--- src/hdl/cvw_pkg.sv ---
// Shared types and constants of the wraparound 2-D convolution unit.
`timescale 1ns / 1ps
`default_nettype none

package cvw_pkg;

	// Payload widths.
	localparam int POS_W   = 8;
	localparam int PIX_W   = 8;
	localparam int COEF_W  = 16;
	localparam int RESP_W  = 32;
	localparam int CRD_W   = 9;
	localparam int KCFG_W  = 3;

	// Configuration port.
	localparam int CFG_IDX_W  = 2;
	localparam int CFG_DATA_W = 9;

	localparam logic [CFG_IDX_W-1:0] CFG_IMAGE_ROWS  = 2'd0;
	localparam logic [CFG_IDX_W-1:0] CFG_IMAGE_COLS  = 2'd1;
	localparam logic [CFG_IDX_W-1:0] CFG_KERNEL_ROWS = 2'd2;
	localparam logic [CFG_IDX_W-1:0] CFG_KERNEL_COLS = 2'd3;

	localparam logic [CRD_W-1:0]  IMAGE_SIZE_RST  = 9'd256;
	localparam logic [KCFG_W-1:0] KERNEL_SIZE_RST = 3'd3;

	// The remainder unit retires one dividend bit per cycle.
	localparam int                DIV_CNT_W = 3;
	localparam logic [DIV_CNT_W-1:0] DIV_LAST = 3'(POS_W - 1);

	typedef enum logic [1:0] {
		OP_LOAD_COEF  = 2'd0,
		OP_LOAD_PIXEL = 2'd1,
		OP_COMPUTE    = 2'd2
	} op_t;

	typedef enum logic [2:0] {
		ST_IDLE,
		ST_DIV,
		ST_OFFSET,
		ST_WALK,
		ST_DRAIN,
		ST_HOLD
	} cvw_state_t;

	// Tag that travels alongside each kernel tap through the datapath.
	typedef struct packed {
		logic valid;
		logic last;
	} cvw_tap_t;

endpackage

`default_nettype wire

--- src/hdl/cvw_mac.sv ---
// Multiply, round half away from zero and accumulate datapath for kernel taps.
`timescale 1ns / 1ps
`default_nettype none

module cvw_mac (
	input  logic                             clk,
	input  logic                             arst_n,
	input  logic                             clear,
	input  cvw_pkg::cvw_tap_t                tap,
	input  logic [cvw_pkg::PIX_W-1:0]        pixel,
	input  logic signed [cvw_pkg::COEF_W-1:0] coefficient,
	output logic signed [cvw_pkg::RESP_W-1:0] acc,
	output logic                             done
);
	import cvw_pkg::*;

	localparam int PROD_W = PIX_W + 1 + COEF_W;

	cvw_tap_t                 tap_s2;
	cvw_tap_t                 tap_s3;
	logic signed [PROD_W-1:0] prod_s2;
	logic signed [RESP_W-1:0] rnd_s3;
	logic signed [RESP_W-1:0] acc_q;
	logic                     done_q;

	logic [PROD_W-1:0] mag;
	logic [PROD_W-1:0] mag_rnd;
	logic [RESP_W-1:0] q_ext;
	logic [RESP_W-1:0] rnd;

	// The magnitude is rounded so that halves move away from zero for either sign.
	always_comb begin
		mag     = prod_s2[PROD_W-1] ? PROD_W'(-prod_s2) : PROD_W'(prod_s2);
		mag_rnd = mag + PROD_W'(128);
		q_ext   = RESP_W'(mag_rnd[PROD_W-1:8]);
		rnd     = prod_s2[PROD_W-1] ? (~q_ext + RESP_W'(1)) : q_ext;
	end

	always_ff @(posedge clk or negedge arst_n) begin
		if (!arst_n) begin
			tap_s2 <= '0;
			tap_s3 <= '0;
			done_q <= 1'b0;
		end else begin
			tap_s2 <= tap;
			tap_s3 <= tap_s2;
			done_q <= tap_s3.valid & tap_s3.last;
		end
	end

	always_ff @(posedge clk) begin
		prod_s2 <= $signed({1'b0, pixel}) * coefficient;
		rnd_s3  <= $signed(rnd);
		if (clear) begin
			acc_q <= '0;
		end else if (tap_s3.valid) begin
			acc_q <= acc_q + rnd_s3;
		end
	end

	assign acc  = acc_q;
	assign done = done_q;

endmodule

`default_nettype wire

--- config.mk ---
export PLATFORM = sky130hd
export DESIGN_NAME = cvw_mac
export DESIGN_NICKNAME = d
export VERILOG_FILES = /design/src/hdl/cvw_pkg.sv /design/src/hdl/cvw_mac.sv
export SDC_FILE = /design/constraint.sdc
export NUM_CORES = 1
export LEC_CHECK = 0
export ABC_AREA = 1
export BUFFER_PORTS_ARGS = -buffer_cell sky130_fd_sc_hd__buf_2
export CAP_MARGIN = 5
export CORE_ASPECT_RATIO = 0.8
export CORE_MARGIN = 2
export CORE_UTILIZATION = 55
export CTS_BUF_LIST = sky130_fd_sc_hd__clkbuf_8
export CTS_CLUSTER_DIAMETER = 60
export CTS_CLUSTER_SIZE = 28
export DETAILED_ROUTE_END_ITERATION = 7
export PLACE_DENSITY_LB_ADDON = 0.3
export SYNTH_ARGS = -nofsm -noshare
export SYNTH_HDL_FRONTEND = slang
export SYNTH_SLANG_ARGS = --single-unit
--- constraint.sdc ---
create_clock -name clk -period 5 [get_ports clk]
set_input_delay 0.75 -clock clk [delete_from_list [all_inputs] [get_ports clk]]
set_output_delay 0.75 -clock clk [all_outputs]
set_load 0.02 [all_outputs]
==> out/summary.md, run 1 <==
Setup violations remaining at the end of the flow were counted as 0. For this run, design rule violations remaining after detail routing come to 0. The tools report the sum of routed wire length over all layers as 24.24 mm.

Max-cap violations in this run came to 0. Power spread over the standard cell area amounts to 667.0 mW/mm^2. The run finished with clean final reports. The number of hold buffers added after CTS was 0.

The worst setup path is launched from an input pin. The async set or reset register ratio after synthesis is 5.319%, and the number of distinct library cells after synthesis is 44. The number of nets with antenna violations after routing was 0. For the clock latency on the worst-skew pair, the log shows 380 ps. The tools report the HPWL after detailed placement as 20.27 mm.

After routing the design area is 0.01172 mm^2. The tools report the number of detailed-route iterations in the first pass as 5. The logs give 0 for the final hold violation count and 0.01963 mm^2 for the core region area.

The cell family with the largest share of critical-path delay was adder cells. From bottom edge to top edge, the die measures 129.9 um. The sum of internal, switching and leakage power was 7.816 mW; the number of buffers on the longest clock path was 2. In this run the cell area measured after placement is 0.01153 mm^2.

The number of filler instances in the final layout was 1798. The leakage power is 6.852 nW. The first global-routing pass estimated 42.14 mm of wire.

After layout, the minimum clock period comes to 4731 ps. Derived from the worst setup path, the maximum achievable clock frequency is 0.2114 GHz. Period utilization: 94.62%. The routed wirelength normalized by instance count is 12.91 um. The net count after synthesis came out at 1773.

Synthesis inferred 94 register bits. The primary flip-flop cell chosen by synthesis mapping is dfxtp_1. The critical path class was input pin to flip-flop.

Counting both buffers and inverters, the worst setup path holds a total of 5. TritonCTS built the clock tree. Dividing the detail-routed via count by the number of cells gives 5.087. The growth of design area from synthesis to finish came out at 7.593%.

The top fanout value on the critical path is 12, and the pin count of the biggest net entering global routing is 49. For the deepest level of the CTS H-tree, the log shows 3. The initialized floorplan defines 46 standard-cell rows. Setup repair after global routing left no endpoint under its margin.

In this run the tool buffered the top-level ports with 61 buffer cells. The signal on the critical path passes through buf_2, nand2_1, fa_1, inv_1, fa_1, inv_1, fa_1, fa_1, inv_1, ha_1, a21oi_1, o21ai_0, a21oi_1, inv_1, a21oi_1, o21ai_0, nand3_1, nand2_1, nand3_1, nand2_1, xor2_1. The antenna diode count came out at 0. For the pin with the worst max-slew slack, the measured transition is 737.4 ps. On the worst path, the slowest cell contributes a delay of 540 ps. 62 I/O pins were placed.

Detailed routing inserted a total of 9548 vias. The tools report the final non-filler cell total as 1877. The run gives 293.0 uV as the maximum vdd drop. The net count of the finished layout is 1823. The logs give 0.9652 for the weighted congestion at the end of routability-driven global placement and 21.08 ps for the worst setup skew after layout. The logs give 94 for the clock net sink count and 24.50% for the total global-route track usage. The clock transition time at the flip-flop clock pins of the worst setup and hold paths works out to 100 ps. After global routing the overflow that remains totals 0.

The run gives 0.02095 mm^2 as the full die area. The worst setup path is captured at a flip-flop. The tools report the clock tree root driver cell as clkbuf_8.

During synthesis, Yosys emitted a total of 0 warnings. The via count of the first global-routing pass was 8964; the mean instance size in the synthesized netlist was 6.991 um^2. Once the floorplan was initialized, standard cells occupied 55.50% of the core.

The path class of the tightest hold or removal check is input pin to async pin. For this run, the register share of the synthesized area comes to 17.51%. The total clock buffers created by CTS is 9, and the number of synthesized flops with an enable pin is 0. Synthesis produced 1558 cells.

Counting tap cells, the placed design contains a total of 1861 instances. The count of routing violations after the opening detailed-route iteration came out at 696. At the worst endpoint, the required time is 5260 ps.

The die is 161.3 um wide. The tools report the number of antenna violations at the first check in global routing as 0. The logs give 0 for the final max-slew violation count and 4990 ps for the data arrival time at the worst-slack endpoint. The largest individual stage delay along the critical path comes from the cell fa_1. The relative slew slack is 50.79%, and the post-synthesis instance area is 0.01089 mm^2. The fraction of layout cells with a size suffix above 1 was 10.17%.
## worst paths after layout
check	start	end	slack (ps)	cells past startpoint
setup / recovery	pixel[2]	prod_s2[21]	270	21
setup reg to reg	prod_s2[24]	rnd_s3[31]	1790	15
hold / removal	arst_n	tap_s2[0]	160	1
hold reg to reg	tap_s2[0]	tap_s3[0]	360	0
min in group clk	tap_s2[0]	tap_s3[0]	360	0
max in group asynchronous	arst_n	tap_s3[1]	4710	1
## report_power, final
group	switching (mW)	internal, mW	leakage [nW]	total (mW)
registers	0.222	1.13	0.806	1.35
logic	3.75	2.23	5.95	5.98
clock network	0.297	0.189	0.0939	0.486
total	4.27	3.55	6.85	7.82
## layout by cell type (no fill, tap or decap), types with 6 or more instances in the layout
cell      netlist  final
xnor2_1        19     19
buf_2           3     60
clkbuf_8        0      9
nand2_2        19     19
a31oi_1         7      6
fa_1          103    103
inv_2           6      6
buf_4           1     29
ha_1           83     83
o211ai_1       11     11
nand2_1       367    367
nand3_1        67     67
xor2_1         40     40
a21o_1          7      7
nand3b_1        8      8
a21oi_1        66     66
o21ai_0        60     59
nor2_1        125    125
nand4_1        19     19
inv_1         343    344
nand2_4         9      9
dfxtp_1        89     89
nor2_2         13     13
## flip-flops by register name, summed over array words and instances (netlist names)
| name | flops |
|---|---|
| done | 1 |
| prod_s2 | 25 |
| tap_s2 | 2 |
| rnd_s3 | 32 |
| acc | 32 |
| tap_s3 | 2 |
## through the flow
stage / setup slack, ps / TNS (ps) / hold WS (ps) / utilization (%)
2_1_floorplan: 5.396 / 0 / 331.2 / -
3_5_place_dp: -62.71 / -133.9 / 336.4 / 58.77
4_1_cts: 327.0 / 0 / 141.5 / 59.70
6_report: 268.8 / 0 / 162.8 / 59.71
3_3_place_gp: -34.79 / -34.79 / 331.9 / 58.77
5_1_grt: 2.766 / 0 / 132.3 / 59.71
## final cells by class
type                       count  area (um^2)  area share, %
clock buffer                   9        123.9          1.057
clock inverter                 7        57.56         0.4911
inverter                     349         1310          11.18
multi-input combinational   1064         7465          63.70
sequential                    94         1907          16.27
tap                          264        330.3          2.819
timing repair buffer          90        525.5          4.484
## logic make-up (layout without fill, tap and decap cells)
logic type,after synthesis,count (layout),synth area share [%]
adders and majority gates,186,186,28.47
xor gates and xnor gates,59,59,4.744
buffers and inverters,400,455,14.01
DFF,94,94,17.51
and+or+nand+nor,644,644,25.94
AOI/OAI and AO/OA,175,175,9.328
## cells in the mapped netlist, types with 3 or more instances
cell type / n / area, um^2
o31ai_1: 3 / 22.52
nand2_4: 9 / 101.4
nand2_1: 367 / 1378
xnor2_1: 19 / 166.4
nand4_1: 19 / 118.9
o21a_1: 3 / 22.52
o211ai_1: 11 / 82.58
o211ai_2: 3 / 37.54
fa_1: 103 / 2062
a21oi_1: 66 / 330.3
xor2_1: 40 / 350.3
dfrtp_1: 5 / 125.1
nor4_1: 4 / 25.02
buf_2: 3 / 15.01
o21bai_1: 4 / 30.03
nor2_4: 3 / 33.78
dfxtp_1: 89 / 1782
nand2_2: 19 / 118.9
inv_1: 343 / 1287
clkbuf_1: 41 / 153.9
a31oi_1: 7 / 43.79
nand3b_1: 8 / 60.06
nor2_8: 3 / 60.06
nand3_1: 67 / 335.3
a21o_1: 7 / 52.55
ha_1: 83 / 1039
nor2_2: 13 / 81.33
nor3_1: 4 / 20.02
nor2_1: 125 / 469.2
a21boi_0: 3 / 22.52
o21ai_0: 60 / 300.3
inv_2: 6 / 22.52
## worst reg2reg max path: cells and delay by family, from the launching register on
| kind | cells | cell delay, ps |
|---|---|---|
| AND/OR/NAND/NOR | 10 | 1140 |
| flip-flops | 1 | 310 |
| adder cells (fa/ha/maj) | 1 | 210 |
| AO/OA/AOI/OAI | 2 | 570 |
| buffers and inverters | 2 | 850 |
## routing by layer
layer / wire length, um / share of wire [%] / global-route usage (%)
met5: 0 / 0 / 0
met4: 199 / 0.82 / 4.044
met3: 1569 / 6.5 / 3.274
met2: 10400 / 43 / 38.61
met1: 12080 / 50 / 36.67
## what timing repair did
| item | CTS | global route |
|---|---|---|
| buffers inserted | 0 | 0 |
| endpoints found under the setup margin | 0 | 1 |
| resized for setup | 0 | 1 |
(Power assumes the default switching activity.)
==> run 2, diff against run 1 <==
==> constraint.sdc (replaced) <==
create_clock -name clk -period 5 [get_ports clk]
set_input_delay 1 -clock clk [delete_from_list [all_inputs] [get_ports clk]]
set_output_delay 1 -clock clk [all_outputs]
set_load 0.02 [all_outputs]
==> out/summary.md, run 2 (synthesis results as in run 1) <==
The run gives 0 as the number of nets with antenna violations after routing. Dividing the detail-routed via count by the number of cells gives 5.114. STA puts the critical path data arrival time at 5010 ps. Before antenna repair, the detailed router went through 5 iterations. The floorplan step defined a die boundary enclosing 0.02095 mm^2. Hold buffer count at CTS: 0. For the count of final setup violators, the log shows 0. The number of antenna diodes in the final layout is 0. The tools report the final hold violation count as 0.

Setup repair after global routing left no endpoint under its margin. In this run, post-CTS repair resized a total of 0 instances. STA classifies the critical path endpoint as a flip-flop. The critical path class was input pin to flip-flop. The run gives 0 as the final max-slew violation count. Leaving out fill and tap cells, the most frequent cell in the layout is nand2_1. The logs give 8.414 mW for the sum of internal, switching and leakage power and 24.67% for the total global-route track usage.

Across the VDD grid, the largest voltage drop is 343.3 uV. The flow ran to the end, and the final reports show no timing, DRC or antenna violations. For this configuration, the core starts out at a cell density of 55.50%.

The die boundary width is 161.3 um. In this run the tightest slew margin relative to its limit is 46.88%. The worst hold path belongs to the class flip-flop to flip-flop. The tools report the clock net sink count as 94. The tools report the count of pins on the block boundary as 62.

For this design the ratio of total power to cell area is 696.5 mW/mm^2. The total clock buffers created by CTS was 9; the sum of routed wire length over all layers was 24.33 mm. The cell sitting at the root of the clock tree is a clkbuf_8. Counting along the longest clock path gives a buffer depth of 2.

At the pin with the least slew margin, the transition time is 795.9 ps. The total congestion overflow was 0; the worst setup skew after layout was 17.37 ps. The HPWL after detailed placement came out at 20.25 mm. After layout, the minimum clock period comes to 4752 ps.

Hold is met by 368.0 ps. In the final routed layout, each cell accounts on average for 12.79 um. The congestion estimate from routability-driven global placement came to 0.9755.

The tools report the pin count of the biggest net entering global routing as 49. The post-CTS setup buffer count was 0. Cells with a size suffix above 1 make up 12.39% of the layout.

The H-tree was split into 3 levels. The logs give 46 for the floorplan row count and 658 for the count of routing violations after the opening detailed-route iteration. The growth of design area from synthesis to finish works out to 10.91%. The max-capacitance violation count was 0. Of all nets on the critical path, the largest fanout is 12. The kind of launch point of the worst setup path is an input pin. The top cell types in the final layout, fill and taps aside, are nand2_1 (367), inv_1 (342), nor2_1 (125). The routed layout has 9727 vias. The via count of the first global-routing pass is 9310, and the leakage power is 7.005 nW. Clock-pin slew was measured on the worst setup and hold paths at 90 ps.

Number of antenna violations at the first check in global routing: 0. After detailed routing, the number of remaining DRC violations is 0. TritonCTS built the clock tree. The number of I/O port buffers was 61; the global-route wire length before repair was 42.77 mm. Timing would allow up to 0.2104 GHz. From bottom edge to top edge, the die measures 129.9 um.

The critical path required time was 5260 ps; the period utilization was 95.04%. At the end of the flow the core is filled with cells to 61.55%. The net count of the finished layout is 1848. The core region area is 0.01963 mm^2, and the clock latency on the worst-skew pair is 380 ps.
run 2: worst max-delay path, cell delays in order:
cell and delay, ps:
buf_2 240, nand2_1 120, fa_1 540, inv_1 50, fa_1 500, inv_1 60, fa_1 500, fa_1 540
inv_1 60, ha_4 250, a21oi_1 130, o21ai_1 100, a21oi_2 150, inv_1 80, a21oi_2 190, o21ai_2 70
nand3_1 70, nand2_1 80, nand3_1 80, nand2_1 60, xor2_1 140
run 2: stage by stage:
step           instance area (um^2)  setup TNS, ps  cells  worst slack [ps]
6_report                      12080              0   1902             248.0
5_1_grt                       12080              0   1902             9.744
4_1_cts                       12070              0   1902             197.6
3_5_place_dp                  11820          -1053   1886            -177.8
3_3_place_gp                  11820         -171.7   1886            -59.69
2_1_floorplan                 11050         -15.05   1558            -15.05
run 2: cell type report:
type	instances	area (um^2)
clock buffers	9	123.9
clock inverters	7	128.9
fillers	1819	7546
inverters	349	1310
multi-input cells	1064	7567
flip-flops and latches	94	1907
well taps	264	330.3
repair buffers	115	713.2
run 2: layer usage:
layer / vias up / share of wire (%) / GRT usage [%]
met5: - / 0 / 0
met4: 0 / 0.65 / 3.887
met3: 17 / 7.3 / 4.291
met2: 301 / 43 / 38.91
met1: 4521 / 49 / 36.30
li1: 4888 / - / -
run 2: final timing paths:
check,from,endpoint,slack [ps],cells past startpoint
setup / recovery,pixel[2],prod_s2[21],250,21
hold / removal,tap_s2[0],tap_s3[0],370,0
setup reg to reg,prod_s2[24],rnd_s3[23],1690,15
hold reg to reg,tap_s2[0],tap_s3[0],370,0
max in group asynchronous,arst_n,tap_s3[1],4460,1
min in group asynchronous,arst_n,tap_s2[1],420,1
run 2: where the power goes:
group | internal [mW] | switching [mW]
sequential | 1.13 | 0.217
clock | 0.341 | 0.295
combinational | 2.53 | 3.90
total | 4.00 | 4.42
